## src/hdl/sfr_pkg.sv

```systemverilog
// Shared types, constants and register codes of the stream find-and-replace block.
package sfr_pkg;

  localparam int unsigned ByteW = 8;
  localparam int unsigned LenW = 4;
  localparam int unsigned CfgW = 64;
  localparam int unsigned CfgIdxW = 2;
  localparam int unsigned QueueDepth = 4;
  localparam int unsigned PatternMaxDefault = 8;
  localparam int unsigned ReplacementMaxDefault = 8;

  // Configuration register indexes.
  typedef enum logic [CfgIdxW-1:0] {
    RegPatternBytes     = 2'd0,
    RegPatternLength    = 2'd1,
    RegReplacementBytes = 2'd2,
    RegReplacementLength = 2'd3
  } cfg_reg_e;

  // Control part of one queued command; the data bytes travel beside it.
  typedef struct packed {
    logic [LenW-1:0] rep_cnt;
    logic [LenW-1:0] dat_cnt;
    logic            last;
  } sfr_ctl_t;

endpackage

```

## src/hdl/sfr_if.sv

```systemverilog
// Request channels of the block: input byte stream and rewritten output stream.
interface sfr_in_if;
  logic       valid;
  logic       ready;
  logic [7:0] in_byte;
  logic       in_last;

  modport source (output valid, output in_byte, output in_last, input ready);
  modport sink (input valid, input in_byte, input in_last, output ready);
endinterface

interface sfr_out_if;
  logic       valid;
  logic       ready;
  logic [7:0] out_byte;
  logic       byte_valid;
  logic       out_last;

  modport source (output valid, output out_byte, output byte_valid, output out_last,
                  input ready);
  modport sink (input valid, input out_byte, input byte_valid, input out_last,
                output ready);
endinterface

```

## src/hdl/sfr_cmd_fifo.sv

```systemverilog
// Small command queue that decouples the match front from the output back.
module sfr_cmd_fifo #(
  parameter int unsigned Width = 8,
  parameter int unsigned Depth = 4
) (
  input  logic             clk_i,
  input  logic             rst_ni,
  input  logic             push_i,
  input  logic [Width-1:0] wdata_i,
  output logic             full_o,
  input  logic             pop_i,
  output logic [Width-1:0] rdata_o,
  output logic             empty_o
);
  localparam int unsigned PtrW = (Depth > 1) ? $clog2(Depth) : 1;
  localparam int unsigned CntW = $clog2(Depth + 1);

  logic [Width-1:0] mem_q [Depth];
  logic [PtrW-1:0]  wptr_q, wptr_d, rptr_q, rptr_d;
  logic [CntW-1:0]  cnt_q, cnt_d;
  logic             do_push, do_pop;

  assign full_o  = (cnt_q == CntW'(Depth));
  assign empty_o = (cnt_q == '0);
  assign do_push = push_i && !full_o;
  assign do_pop  = pop_i && !empty_o;
  assign rdata_o = mem_q[rptr_q];

  // Pointers wrap at the queue depth.
  always_comb begin
    wptr_d = wptr_q;
    rptr_d = rptr_q;
    if (do_push) begin
      wptr_d = (wptr_q == PtrW'(Depth - 1)) ? '0 : wptr_q + 1'b1;
    end
    if (do_pop) begin
      rptr_d = (rptr_q == PtrW'(Depth - 1)) ? '0 : rptr_q + 1'b1;
    end
    cnt_d = cnt_q + CntW'(do_push) - CntW'(do_pop);
  end

  always_ff @(posedge clk_i or negedge rst_ni) begin
    if (!rst_ni) begin
      wptr_q <= '0;
      rptr_q <= '0;
      cnt_q  <= '0;
    end else begin
      wptr_q <= wptr_d;
      rptr_q <= rptr_d;
      cnt_q  <= cnt_d;
    end
  end

  // Storage holds payload only.
  always_ff @(posedge clk_i) begin
    if (do_push) begin
      mem_q[wptr_q] <= wdata_i;
    end
  end
endmodule

```

## src/hdl/sfr_front.sv

```systemverilog
// Front end: keeps the byte window, decides match or pass per byte, issues commands.
module sfr_front #(
  parameter int unsigned PATTERN_MAX = 8,
  parameter int unsigned REPLACEMENT_MAX = 8
) (
  input  logic                              clk_i,
  input  logic                              rst_ni,
  sfr_in_if.sink                            in_i,
  input  logic [sfr_pkg::CfgW-1:0]          pat_bytes_i,
  input  logic [sfr_pkg::LenW-1:0]          pat_len_i,
  input  logic [sfr_pkg::LenW-1:0]          rep_len_i,
  input  logic                              q_full_i,
  output logic                              q_push_o,
  output sfr_pkg::sfr_ctl_t                 q_ctl_o,
  output logic [PATTERN_MAX-1:0][7:0]       q_data_o
);
  import sfr_pkg::*;

  localparam logic [LenW-1:0] PMax = LenW'(PATTERN_MAX);
  localparam logic [LenW-1:0] RMax = LenW'(REPLACEMENT_MAX);

  logic [PATTERN_MAX-1:0][7:0] win_q, win_d;
  logic [LenW-1:0]             wc_q, wc_d;

  logic [PATTERN_MAX-1:0][7:0] wa, sh1, shp;
  logic [LenW-1:0]             plen, rlen, cnt1, cnt2;
  logic                        decide, mism, hit, accept;
  logic [LenW:0]               total;

  assign accept      = in_i.valid && !q_full_i;
  assign in_i.ready  = !q_full_i;

  // Saturate the configured lengths; an empty pattern counts as one byte.
  always_comb begin
    if (pat_len_i == '0) begin
      plen = LenW'(1);
    end else if (pat_len_i > PMax) begin
      plen = PMax;
    end else begin
      plen = pat_len_i;
    end
    rlen = (rep_len_i > RMax) ? RMax : rep_len_i;
  end

  // Append the new byte unless the window is already full.
  always_comb begin
    for (int i = 0; i < PATTERN_MAX; i++) begin
      wa[i] = (LenW'(i) == wc_q) ? in_i.in_byte : win_q[i];
    end
    cnt1 = (wc_q < PMax) ? wc_q + 1'b1 : wc_q;
  end

  // Compare the oldest plen bytes with the pattern.
  always_comb begin
    mism = 1'b0;
    for (int i = 0; i < PATTERN_MAX; i++) begin
      if ((LenW'(i) < plen) && (wa[i] != pat_bytes_i[8*i +: 8])) begin
        mism = 1'b1;
      end
    end
    decide = (cnt1 >= plen);
    hit    = decide && !mism;
  end

  // Window moved by one byte and by the pattern length.
  always_comb begin
    for (int i = 0; i < PATTERN_MAX; i++) begin
      sh1[i] = (i + 1 < PATTERN_MAX) ? wa[(i + 1) % PATTERN_MAX] : 8'h00;
      shp[i] = 8'h00;
      for (int k = 1; k <= PATTERN_MAX; k++) begin
        if ((plen == LenW'(k)) && (i + k < PATTERN_MAX)) begin
          shp[i] = wa[(i + k) % PATTERN_MAX];
        end
      end
    end
  end

  // Build the command and the next window state.
  always_comb begin
    if (hit) begin
      cnt2 = cnt1 - plen;
    end else if (decide) begin
      cnt2 = cnt1 - 1'b1;
    end else begin
      cnt2 = cnt1;
    end

    q_ctl_o.last    = in_i.in_last;
    q_ctl_o.rep_cnt = hit ? rlen : '0;
    q_data_o        = hit ? shp : wa;
    if (hit) begin
      q_ctl_o.dat_cnt = in_i.in_last ? cnt2 : '0;
    end else if (decide) begin
      q_ctl_o.dat_cnt = in_i.in_last ? cnt1 : LenW'(1);
    end else begin
      q_ctl_o.dat_cnt = in_i.in_last ? cnt1 : '0;
    end
    total    = {1'b0, q_ctl_o.rep_cnt} + {1'b0, q_ctl_o.dat_cnt};
    q_push_o = accept && ((total != '0) || in_i.in_last);

    wc_d  = wc_q;
    win_d = win_q;
    if (accept) begin
      wc_d = in_i.in_last ? '0 : cnt2;
      if (hit) begin
        win_d = shp;
      end else if (decide) begin
        win_d = sh1;
      end else begin
        win_d = wa;
      end
    end
  end

  always_ff @(posedge clk_i or negedge rst_ni) begin
    if (!rst_ni) begin
      wc_q <= '0;
    end else begin
      wc_q <= wc_d;
    end
  end

  // Window bytes are payload; only the fill count is reset.
  always_ff @(posedge clk_i) begin
    win_q <= win_d;
  end
endmodule

```

## src/hdl/sfr_back.sv

```systemverilog
// Back end: expands queued commands into output bytes behind an output register.
module sfr_back #(
  parameter int unsigned PATTERN_MAX = 8,
  parameter int unsigned REPLACEMENT_MAX = 8
) (
  input  logic                          clk_i,
  input  logic                          rst_ni,
  input  logic [sfr_pkg::CfgW-1:0]      rep_bytes_i,
  input  logic                          q_empty_i,
  input  sfr_pkg::sfr_ctl_t             q_ctl_i,
  input  logic [PATTERN_MAX-1:0][7:0]   q_data_i,
  output logic                          q_pop_o,
  sfr_out_if.source                     out_o
);
  import sfr_pkg::*;

  logic                        act_q, act_d;
  logic [LenW-1:0]             rep_left_q, rep_left_d, dat_left_q, dat_left_d;
  logic                        last_q, last_d, bare_q, bare_d;
  logic [CfgW-1:0]             rep_sh_q, rep_sh_d;
  logic [PATTERN_MAX-1:0][7:0] dat_sh_q, dat_sh_d;

  logic       ov_q, ov_d, obv_q, obv_d, ol_q, ol_d;
  logic [7:0] ob_q, ob_d;

  logic       out_free, take, gen_final, can_load;
  logic [7:0] gen_byte;
  logic       gen_bv;
  logic [LenW:0] left_sum;

  // Current byte of the active command.
  always_comb begin
    left_sum  = {1'b0, rep_left_q} + {1'b0, dat_left_q};
    gen_final = bare_q || (left_sum == (LenW + 1)'(1));
    if (rep_left_q != '0) begin
      gen_byte = rep_sh_q[7:0];
      gen_bv   = 1'b1;
    end else if (dat_left_q != '0) begin
      gen_byte = dat_sh_q[0];
      gen_bv   = 1'b1;
    end else begin
      gen_byte = 8'h00;
      gen_bv   = 1'b0;
    end
    out_free = !ov_q || out_o.ready;
    take     = act_q && out_free;
    can_load = !act_q || (take && gen_final);
    q_pop_o  = can_load && !q_empty_i;
  end

  // Sequencer: step through replacement bytes, then data bytes, then load next.
  always_comb begin
    act_d      = act_q;
    rep_left_d = rep_left_q;
    dat_left_d = dat_left_q;
    rep_sh_d   = rep_sh_q;
    dat_sh_d   = dat_sh_q;
    last_d     = last_q;
    bare_d     = bare_q;
    if (q_pop_o) begin
      act_d      = 1'b1;
      rep_left_d = q_ctl_i.rep_cnt;
      dat_left_d = q_ctl_i.dat_cnt;
      rep_sh_d   = rep_bytes_i;
      dat_sh_d   = q_data_i;
      last_d     = q_ctl_i.last;
      bare_d     = (q_ctl_i.rep_cnt == '0) && (q_ctl_i.dat_cnt == '0);
    end else if (take && gen_final) begin
      act_d = 1'b0;
    end else if (take) begin
      if (rep_left_q != '0) begin
        rep_left_d = rep_left_q - 1'b1;
        rep_sh_d   = rep_sh_q >> 8;
      end else begin
        dat_left_d = dat_left_q - 1'b1;
        dat_sh_d   = dat_sh_q >> 8;
      end
    end
  end

  // Output register: loads whenever it is free and a command is active.
  always_comb begin
    ov_d  = ov_q;
    ob_d  = ob_q;
    obv_d = obv_q;
    ol_d  = ol_q;
    if (take) begin
      ov_d  = 1'b1;
      ob_d  = gen_byte;
      obv_d = gen_bv;
      ol_d  = gen_final && last_q;
    end else if (out_o.ready) begin
      ov_d = 1'b0;
    end
  end

  always_ff @(posedge clk_i or negedge rst_ni) begin
    if (!rst_ni) begin
      act_q      <= 1'b0;
      rep_left_q <= '0;
      dat_left_q <= '0;
      bare_q     <= 1'b0;
      last_q     <= 1'b0;
      ov_q       <= 1'b0;
    end else begin
      act_q      <= act_d;
      rep_left_q <= rep_left_d;
      dat_left_q <= dat_left_d;
      bare_q     <= bare_d;
      last_q     <= last_d;
      ov_q       <= ov_d;
    end
  end

  always_ff @(posedge clk_i) begin
    rep_sh_q <= rep_sh_d;
    dat_sh_q <= dat_sh_d;
    ob_q     <= ob_d;
    obv_q    <= obv_d;
    ol_q     <= ol_d;
  end

  assign out_o.valid      = ov_q;
  assign out_o.out_byte   = ob_q;
  assign out_o.byte_valid = obv_q;
  assign out_o.out_last   = ol_q;

  // A bare end marker only closes a text.
  a_bare_is_last: assert property (@(posedge clk_i) disable iff (!rst_ni)
    (ov_q && !obv_q) |-> ol_q)
    else $error("bare end marker without last flag");

  // A bare command holds nothing to emit and ends the text.
  a_bare_cmd: assert property (@(posedge clk_i) disable iff (!rst_ni)
    (act_q && bare_q) |-> (last_q && (rep_left_q == '0) && (dat_left_q == '0)))
    else $error("bare command carries bytes or lacks last");

  // Replacement bursts never exceed the configured maximum.
  a_rep_bound: assert property (@(posedge clk_i) disable iff (!rst_ni)
    act_q |-> (rep_left_q <= LenW'(REPLACEMENT_MAX)))
    else $error("replacement count out of range");

  // A byte taken into the output register that is not the command's last leaves the command active.
  a_step: assert property (@(posedge clk_i) disable iff (!rst_ni)
    (take && !gen_final && !q_pop_o) |=> (act_q && !bare_q))
    else $error("command ended early");
endmodule

```

## src/hdl/stream_find_replace.sv

```systemverilog
// Top level of the stream find-and-replace block with its configuration registers.
//
// Usage: bytes of a text enter on in_i (valid/ready), in_last marking the final
// byte. Rewritten bytes leave on out_o; every occurrence of the pattern is
// replaced by the replacement, scanning left to right without overlap. A text
// that produces no bytes at all ends in one result with byte_valid low and
// out_last high. Registers are written on cfg_we_i with cfg_idx_i selecting
// pattern bytes, pattern length, replacement bytes or replacement length; write
// them only while no request is in flight.
// Throughput: one input request per cycle while the command queue has room;
// the output side emits one byte per cycle while the receiver is ready, so a
// replacement burst or an end-of-text flush backs up the queue. A byte passes
// the queue, the back end's command registers and the output register to out_o.
// When the receiver stalls, the output register holds and the four-entry queue
// fills before in_i.ready drops. Reset empties the window, queue and output
// register and loads pattern length one, everything else zero.
module stream_find_replace #(
  parameter int unsigned PATTERN_MAX = sfr_pkg::PatternMaxDefault,
  parameter int unsigned REPLACEMENT_MAX = sfr_pkg::ReplacementMaxDefault
) (
  input  logic                        clk_i,
  input  logic                        rst_ni,
  sfr_in_if.sink                      in_i,
  sfr_out_if.source                   out_o,
  input  logic                        cfg_we_i,
  input  logic [sfr_pkg::CfgIdxW-1:0] cfg_idx_i,
  input  logic [sfr_pkg::CfgW-1:0]    cfg_data_i
);
  import sfr_pkg::*;

  localparam int unsigned CmdW = $bits(sfr_ctl_t) + PATTERN_MAX * ByteW;

  logic [CfgW-1:0] pat_bytes_q, rep_bytes_q;
  logic [LenW-1:0] pat_len_q, rep_len_q;

  logic                        q_push, q_full, q_pop, q_empty;
  sfr_ctl_t                    push_ctl, pop_ctl;
  logic [PATTERN_MAX-1:0][7:0] push_data, pop_data;
  logic [CmdW-1:0]             q_wdata, q_rdata;

  // Configuration registers.
  always_ff @(posedge clk_i or negedge rst_ni) begin
    if (!rst_ni) begin
      pat_bytes_q <= '0;
      pat_len_q   <= LenW'(1);
      rep_bytes_q <= '0;
      rep_len_q   <= '0;
    end else if (cfg_we_i) begin
      case (cfg_reg_e'(cfg_idx_i))
        RegPatternBytes:      pat_bytes_q <= cfg_data_i;
        RegPatternLength:     pat_len_q   <= cfg_data_i[LenW-1:0];
        RegReplacementBytes:  rep_bytes_q <= cfg_data_i;
        RegReplacementLength: rep_len_q   <= cfg_data_i[LenW-1:0];
        default: ;
      endcase
    end
  end

  sfr_front #(
    .PATTERN_MAX     (PATTERN_MAX),
    .REPLACEMENT_MAX (REPLACEMENT_MAX)
  ) u_front (
    .clk_i       (clk_i),
    .rst_ni      (rst_ni),
    .in_i        (in_i),
    .pat_bytes_i (pat_bytes_q),
    .pat_len_i   (pat_len_q),
    .rep_len_i   (rep_len_q),
    .q_full_i    (q_full),
    .q_push_o    (q_push),
    .q_ctl_o     (push_ctl),
    .q_data_o    (push_data)
  );

  assign q_wdata = {push_ctl, push_data};
  assign {pop_ctl, pop_data} = q_rdata;

  sfr_cmd_fifo #(
    .Width (CmdW),
    .Depth (QueueDepth)
  ) u_queue (
    .clk_i   (clk_i),
    .rst_ni  (rst_ni),
    .push_i  (q_push),
    .wdata_i (q_wdata),
    .full_o  (q_full),
    .pop_i   (q_pop),
    .rdata_o (q_rdata),
    .empty_o (q_empty)
  );

  sfr_back #(
    .PATTERN_MAX     (PATTERN_MAX),
    .REPLACEMENT_MAX (REPLACEMENT_MAX)
  ) u_back (
    .clk_i       (clk_i),
    .rst_ni      (rst_ni),
    .rep_bytes_i (rep_bytes_q),
    .q_empty_i   (q_empty),
    .q_ctl_i     (pop_ctl),
    .q_data_i    (pop_data),
    .q_pop_o     (q_pop),
    .out_o       (out_o)
  );
endmodule

```

## src/flat_wrapper.sv

```systemverilog
// flat-port wrapper written by rule: the top's interface ports become plain ports
module stream_find_replace_flat import sfr_pkg::*;
#(
  parameter int unsigned PATTERN_MAX = sfr_pkg::PatternMaxDefault,
  parameter int unsigned REPLACEMENT_MAX = sfr_pkg::ReplacementMaxDefault
)
  (clk_i, rst_ni, cfg_we_i, cfg_idx_i, cfg_data_i, in_i_valid, in_i_in_byte, in_i_in_last, in_i_ready, out_o_valid, out_o_out_byte, out_o_byte_valid, out_o_out_last, out_o_ready);
  sfr_in_if in_i_i ();
  sfr_out_if out_o_i ();
  input  logic clk_i;
  input  logic rst_ni;
  input  logic cfg_we_i;
  input  logic [sfr_pkg::CfgIdxW-1:0] cfg_idx_i;
  input  logic [sfr_pkg::CfgW-1:0] cfg_data_i;
  input wire logic [$bits(in_i_i.valid)-1:0] in_i_valid;
  input wire logic [$bits(in_i_i.in_byte)-1:0] in_i_in_byte;
  input wire logic [$bits(in_i_i.in_last)-1:0] in_i_in_last;
  output wire logic [$bits(in_i_i.ready)-1:0] in_i_ready;
  output wire logic [$bits(out_o_i.valid)-1:0] out_o_valid;
  output wire logic [$bits(out_o_i.out_byte)-1:0] out_o_out_byte;
  output wire logic [$bits(out_o_i.byte_valid)-1:0] out_o_byte_valid;
  output wire logic [$bits(out_o_i.out_last)-1:0] out_o_out_last;
  input wire logic [$bits(out_o_i.ready)-1:0] out_o_ready;
  assign in_i_i.valid = in_i_valid;
  assign in_i_i.in_byte = in_i_in_byte;
  assign in_i_i.in_last = in_i_in_last;
  assign in_i_ready = in_i_i.ready;
  assign out_o_valid = out_o_i.valid;
  assign out_o_out_byte = out_o_i.out_byte;
  assign out_o_byte_valid = out_o_i.byte_valid;
  assign out_o_out_last = out_o_i.out_last;
  assign out_o_i.ready = out_o_ready;
  stream_find_replace #(.PATTERN_MAX(PATTERN_MAX), .REPLACEMENT_MAX(REPLACEMENT_MAX)) u_core (.clk_i(clk_i), .rst_ni(rst_ni), .in_i(in_i_i), .out_o(out_o_i), .cfg_we_i(cfg_we_i), .cfg_idx_i(cfg_idx_i), .cfg_data_i(cfg_data_i));
endmodule
```

## config.mk

```make
export PLATFORM = sky130hd
export DESIGN_NAME = stream_find_replace_flat
export DESIGN_NICKNAME = d
export VERILOG_FILES = /design/src/hdl/sfr_pkg.sv /design/src/hdl/sfr_if.sv /design/src/hdl/sfr_cmd_fifo.sv /design/src/hdl/sfr_front.sv /design/src/hdl/sfr_back.sv /design/src/hdl/stream_find_replace.sv /design/src/flat_wrapper.sv
export SDC_FILE = /design/constraint.sdc
export NUM_CORES = 1
export LEC_CHECK = 0
export ABC_AREA = 0
export BUFFER_PORTS_ARGS = -buffer_cell sky130_fd_sc_hd__buf_4
export CAP_MARGIN = 20
export CORE_MARGIN = 2
export CORE_UTILIZATION = 56
export DETAILED_ROUTE_END_ITERATION = 8
export PLACE_DENSITY = 0.84
export SYNTH_ARGS = -nofsm -noshare
export SYNTH_HDL_FRONTEND = slang
export SYNTH_SLANG_ARGS = --single-unit
```

## constraint.sdc

```tcl
create_clock -name clk_i -period 6.95 [get_ports clk_i]
set_input_delay 0 -clock clk_i [delete_from_list [all_inputs] [get_ports clk_i]]
set_output_delay 0 -clock clk_i [all_outputs]
set_load 0.02 [all_outputs]
```

# Word level (Yosys, flattened, before mapping)
# Memory sizes are Yosys's and may differ from the RTL's.
# Cells that the tools add are included.
dict set report word_totals {
  ff_bits 361
  ram_bits 292
  inputBits 80
  out_inout_bits 12
  elab_cells 223
  n_memories 1
}
# memory words width read_ports rd_clocked_by_memory_dff write_ports line
set mem_list {}
lappend mem_list {u_core.u_queue.mem_q 4 73 1 0 1 sfr_cmd_fifo.sv:18} ;# logic [Width-1:0] mem_q [Depth];
dict set report op_classes {
  n_addsub 11
  order_cmp 12
  n_eq_ne 31
  mux 87
  reduce_logical 47
}
# cell count
set ops {}
lappend ops {{$mux W64} 9}
lappend ops {{$mux W8} 38}
lappend ops {{$mux W56} 2}
lappend ops {{$mux W4} 21}
lappend ops {{$ne A8 B8 Y1} 8}
lappend ops {{$logic_and A1 B1 Y1} 18}
lappend ops {{$eq A3 B4 Y1 const A} 4}
lappend ops {{$eq A4 B3 Y1 const B} 4}
lappend ops {{$logic_not A4 Y1} 4}
lappend ops {{$lt A3 B4 Y1 const A} 4}
lappend ops {{$mux W1} 15}
lappend ops {{$sub A4 B1 Y4 const B} 3}
lappend ops {{$add A4 B4 Y5} 2}
lappend ops {{$eq A2 B2 Y1 const B} 4}
lappend ops {{$eq A2 B4 Y1 const A} 2}
lappend ops {{$eq A4 B2 Y1 const B} 2}
lappend ops {{$gt A4 B4 Y1 const B} 2}
lappend ops {{$lt A1 B4 Y1 const A} 2}
lappend ops {{$lt A2 B4 Y1 const A} 2}
lappend ops {{$reduce_and A2 Y1} 4}
lappend ops {{$reduce_bool A2 Y1} 4}
lappend ops {{$reduce_bool A4 Y1} 2}
lappend ops {{$reduce_and A3 Y1} 2}
lappend ops {{$eq A5 B1 Y1 const B} 1}
lappend ops {{19 further kinds} 29}

# Longest topological paths before layout
dict set report logic_depth {
  depth_word 25
  ltp_mapped 27
  ltp_nobuf 25
}

# Hierarchy
# Synthesis repeated with hierarchy kept, for this count alone.
dict set report hier_totals {
  hier_cells 2110
  hier_area_um2 31134.9
}
# module instances cells_each area_per_inst_um2 seq_area_each_um2
set modules_own_cells {}
lappend modules_own_cells {sfr_cmd_fifo 1 420 10966.8 8943.6}
lappend modules_own_cells {sfr_front 1 1003 8037.7 2021.9}
lappend modules_own_cells {sfr_back 1 397 6636.4 4444.3}
lappend modules_own_cells {stream_find_replace 1 290 5494.0 3404.5}

# Least setup slack after synthesis
# Ideal clock, no wire load.
dict set report synth_path {
  kind {reg2reg}
  startpoint {register u_core.u_front.wc_q[1]}
  endpoint {memory u_core.u_queue.mem_q[3][0] in the netlist's numbering, enable pin}
  setup_ns 0.439
  t_arrival_ns 6.538
  t_required_ns 6.511
  slack_ns -0.028
  path_stages_with_launch 21
  path_buffers 3
  synth_period_minus_slack_ns 6.978
  path_cell_list {dfrtp_1 -> inv_1 -> ha_1 -> nor3b_4 -> mux2i_1 -> o22ai_1 -> a2111oi_0 -> nand3_1 -> o32a_1 -> a211o_1 -> buf_6 -> or2_1 -> buf_2 -> buf_6 -> o311ai_1 -> ha_1 -> inv_1 -> fa_1 -> a21o_1 -> a41oi_1 -> and2_1}
}
# item line
set synth_rtl {}
lappend synth_rtl {{start, declared} sfr_front.sv:23} ;# logic [LenW-1:0] wc_q, wc_d;
lappend synth_rtl {{start signal, assigned} sfr_front.sv:119} ;# wc_q <= wc_d;
lappend synth_rtl {{end, declared} sfr_cmd_fifo.sv:18}

==> flow_summary.ini <==
[detailed_routing]
firstDrtPassIters = 6
wirelength_mm = 89.8
ant_nets = 0
drt_iter0_markers = 2700
wl_per_cell_um = 27.4
drc = 0
vias = 21500
routed_via_density = 6.55

[clock_network]
clockBufferDepth = 3
cts_tree = built
cts_buffers = 60
cts_root_buf = clkbuf_16
clk_pin_slew_ns = 0.07
ctsHtreeMaxLevel = 2
cts.sinks = 653
clk_latency_ns = 0.64

[timing]
fmax_ghz = 0.152
setup_viol = 0
hold_violations = 1
final_period_minus_worst_setup_slack_ns = 6.59
finClkSkew_ns = 0.0257
drv_slew = 0
min_period_over_period_pct = 94.9
slew_headroom_pct = 14.4
rsz0062_at_grt = false
timing.setup.tns_ns = 0
hold_slack_ns = -0.00123
worst_slew_pin_slew_ns = 1.28

[logic_synthesis]
synth_fa_ha_area_share_pct = 1.33
synth.avg_cell_area_um2 = 12.9
synth_top_family_by_area = multiplexers
synth_seq_area_share_pct = 61.8
synth_edf_count = 494
yosys.area_share.simple_pct = 9.39
syn_nets = 2476
synth-compound-area-share_pct = 8.71
synth_seq_cells = 653
synthFlopType = edfxtp_1
async_flop_share_pct = 24.3
synth-xor-area-share_pct = 1.76
syn_area_um2 = 30400
synth_cell_type_count = 73
ys_warn_count = 0
netlist_instances = 2366
synthMuxAreaShare_pct = 14.2

[critical_path]
crit_type = reg2reg
critPathRequiredTime_ns = 7.24
crit_path_end_kind = register
arrival_ns = 6.89
startpoint_type = register
crit_fanout = 48

[finish]
layout.cells.most_common = edfxtp_1
multi_input_area_um2 = 10800
fin_cells = 3280
nNetsFinal = 2642
drive_gt1_share_pct = 19.0
syn2layout_area_growth_pct = 14.4
fillers = 3743
regArea_um2 = 18800
stdcell_area_um2 = 34800
mostFrequentLayoutCells = 494 x edfxtp_1, 423 x nand2_1, 170 x buf_4

[pwr]
intPower_w = 0.0101
p_clk_share_pct = 19.4
powerDensity_nw_per_um2 = 469
ir_worst_vdd_v = 0.000287
leakagePower_nw = 13.1
combPwrFrac_pct = 39.3
switchingPower_w = 0.00621
swShare_pct = 38.1
pwr-share-seq_pct = 41.3

[place]
dp_cells = 3081
dp_hpwl_mm = 57.7
dpl_cell_area_um2 = 32000
port_buffers = 91
gp_congestion = 1.00

[grt]
grt_util_met1_pct = 43.0
grt_max_degree = 83
grt_pass1_wl_mm = 134
grtUsageTotal_pct = 31.7
grt_util_met3_pct = 4.70
globalRouteOverflowTotal = 0
grt.busiest_layer = met2
antenna_found_initial = 1
grt_use_met2_pct = 51.3
grt_pass1_vias = 21300

[status]
status = finished with violations
violations = negative hold slack

[hold_path]
hp-class = in2async

[floorplan]
fp.dieArea_um2 = 56200
coreArea_um2 = 53800
rows = 85
die_h_um = 237
pin_count = 92
die_width_um = 237
initial_utilization_pct = 56.5

[job]
drv_cap = 0
-- cells by family after synthesis --
| group | count (synthesis) |
|---|---|
| flops | 653 |
| compound gates | 425 |
| buf+inv | 212 |
| xor+xnor | 61 |
| simple gates | 663 |
| mux | 322 |
| fa+ha+maj | 30 |
-- worst max-delay path, stage by stage, from the launching register on --
cell and delay (ns):
dfrtp_1 0.67, nand3b_1 0.60, nor2_1 0.25, a21oi_1 0.06
buf_4 0.21, a2111oi_0 0.41, and3_1 0.32, nand3_1 0.19
a211o_1 0.37, or2_2 0.31, o311ai_1 0.47, ha_1 0.28
inv_1 0.07, fa_1 0.44, a21o_1 0.17, a41oi_1 0.34
buf_4 0.22, and2_4 0.45, buf_16 0.30
-- state kept, by name, summed over array words and instances (netlist names) --
register and cells:
u_core.pat_bytes_q 64, u_core.u_back.rep_sh_q 64, u_core.u_back.out_o.out_last 1, u_core.pat_len_q 4, u_core.u_back.last_q 1, u_core.u_queue.mem_q 292
u_core.u_back.act_q 1, u_core.u_queue.cnt_q 3, u_core.u_back.bare_q 1, u_core.u_back.out_o.out_byte 8, u_core.u_queue.rptr_q 2, u_core.u_back.rep_left_q 4
u_core.u_back.dat_left_q 4, u_core.rep_bytes_q 64, u_core.u_back.dat_sh_q 64, u_core.u_back.out_o.valid 1, u_core.rep_len_q 4, u_core.u_queue.wptr_q 2
u_core.u_front.wc_q 4, u_core.u_front.win_q 64, u_core.u_back.out_o.byte_valid 1
-- power groups by stage --
stage	sequential [W]	clock (W)	combinational, W
2_1_floorplan	0.00648	0	0.00406
3_3_place_gp	0.00670	0	0.00592
3_5_place_dp	0.00677	0	0.00609
4_1_cts	0.00671	0.00319	0.00618
5_1_grt	0.00681	0.00334	0.00684
6_report	0.00673	0.00317	0.00642
-- synthesized netlist by cell type (7+ instances only) --
cell / count / area [um2]
ha_1: 26 / 325
mux2i_1: 120 / 1200
nand2_1: 425 / 1600
xor2_1: 27 / 236
buf_1: 15 / 56.3
o22ai_1: 82 / 513
o21ai_0: 139 / 696
and3_1: 7 / 43.8
inv_1: 63 / 236
mux2_2: 127 / 1430
nor2_1: 101 / 379
nand3_1: 13 / 65.1
a2111oi_0: 10 / 87.6
xnor2_1: 34 / 298
buf_2: 17 / 85.1
a21oi_1: 74 / 370
a21o_1: 7 / 52.6
nand2b_1: 9 / 56.3
edfxtp_1: 494 / 14800
nor3_1: 13 / 65.1
o221ai_1: 7 / 61.3
mux4_2: 73 / 1640
nor2b_1: 21 / 131
and2_1: 26 / 163
a22o_1: 10 / 87.6
nor4_1: 13 / 81.3
clkbuf_1: 110 / 413
a211oi_1: 14 / 105
a221oi_1: 16 / 140
dfrtp_1: 158 / 3950
-- path summary, 6_finish.rpt --
kind                                              from                           to  slack, ns  cells past startpoint
worst max register to register  u_core.u_front.wc_q[2]  u_core.u_queue.mem_q[1][40]       0.36                     18
worst min-delay path                            rst_ni        u_core.rep_bytes_q[6]     -0.001                      2
min in group clk_i                        cfg_idx_i[1]          u_core.pat_len_q[2]       0.09                      3
worst min register to register     u_core.u_back.act_q    u_core.u_back.out_o.valid       0.48                      1
worst max-delay path            u_core.u_front.wc_q[2]  u_core.u_queue.mem_q[1][40]       0.36                     18
max in group asynchronous                       rst_ni       u_core.rep_bytes_q[54]       5.72                      4
-- repair_timing --
| item | in CTS | in global routing |
|---|---|---|
| resized for setup | 0 | 2 |
| hold buffers | 73 | 0 |
| hold endpoints to repair | 228 | 0 |
| buffers inserted | 0 | 5 |
| setup endpoints to repair | 0 | 62 |
-- area by class of cell --
type / instances / share of cell area, %
antenna: 1 / 0.00719
clock buffer: 86 / 4.71
clock inverter: 27 / 0.625
inverter: 65 / 0.712
multi-input combinational: 1501 / 31.1
sequential: 653 / 54.1
tap: 696 / 2.50
timing repair buffer: 251 / 6.29
-- metal layers --
metal	share of wire (%)	wire length [um]
met5	0.014	13
met4	4.9	4410
met3	8.2	7350
met2	48	43200
met1	39	34800
-- through the flow --
step	worst slack, ns	util [%]	total power [W]	hold WS [ns]
2_1_floorplan	0.756	-	0.0105	-0.296
3_3_place_gp	0.423	59.5	0.0126	0.115
3_5_place_dp	0.185	59.5	0.0129	0.134
4_1_cts	0.164	64.3	0.0161	0.0269
5_1_grt	0.0197	64.7	0.0170	0.0591
6_report	0.357	64.7	0.0163	-0.00123
(Power assumes the default switching activity.)
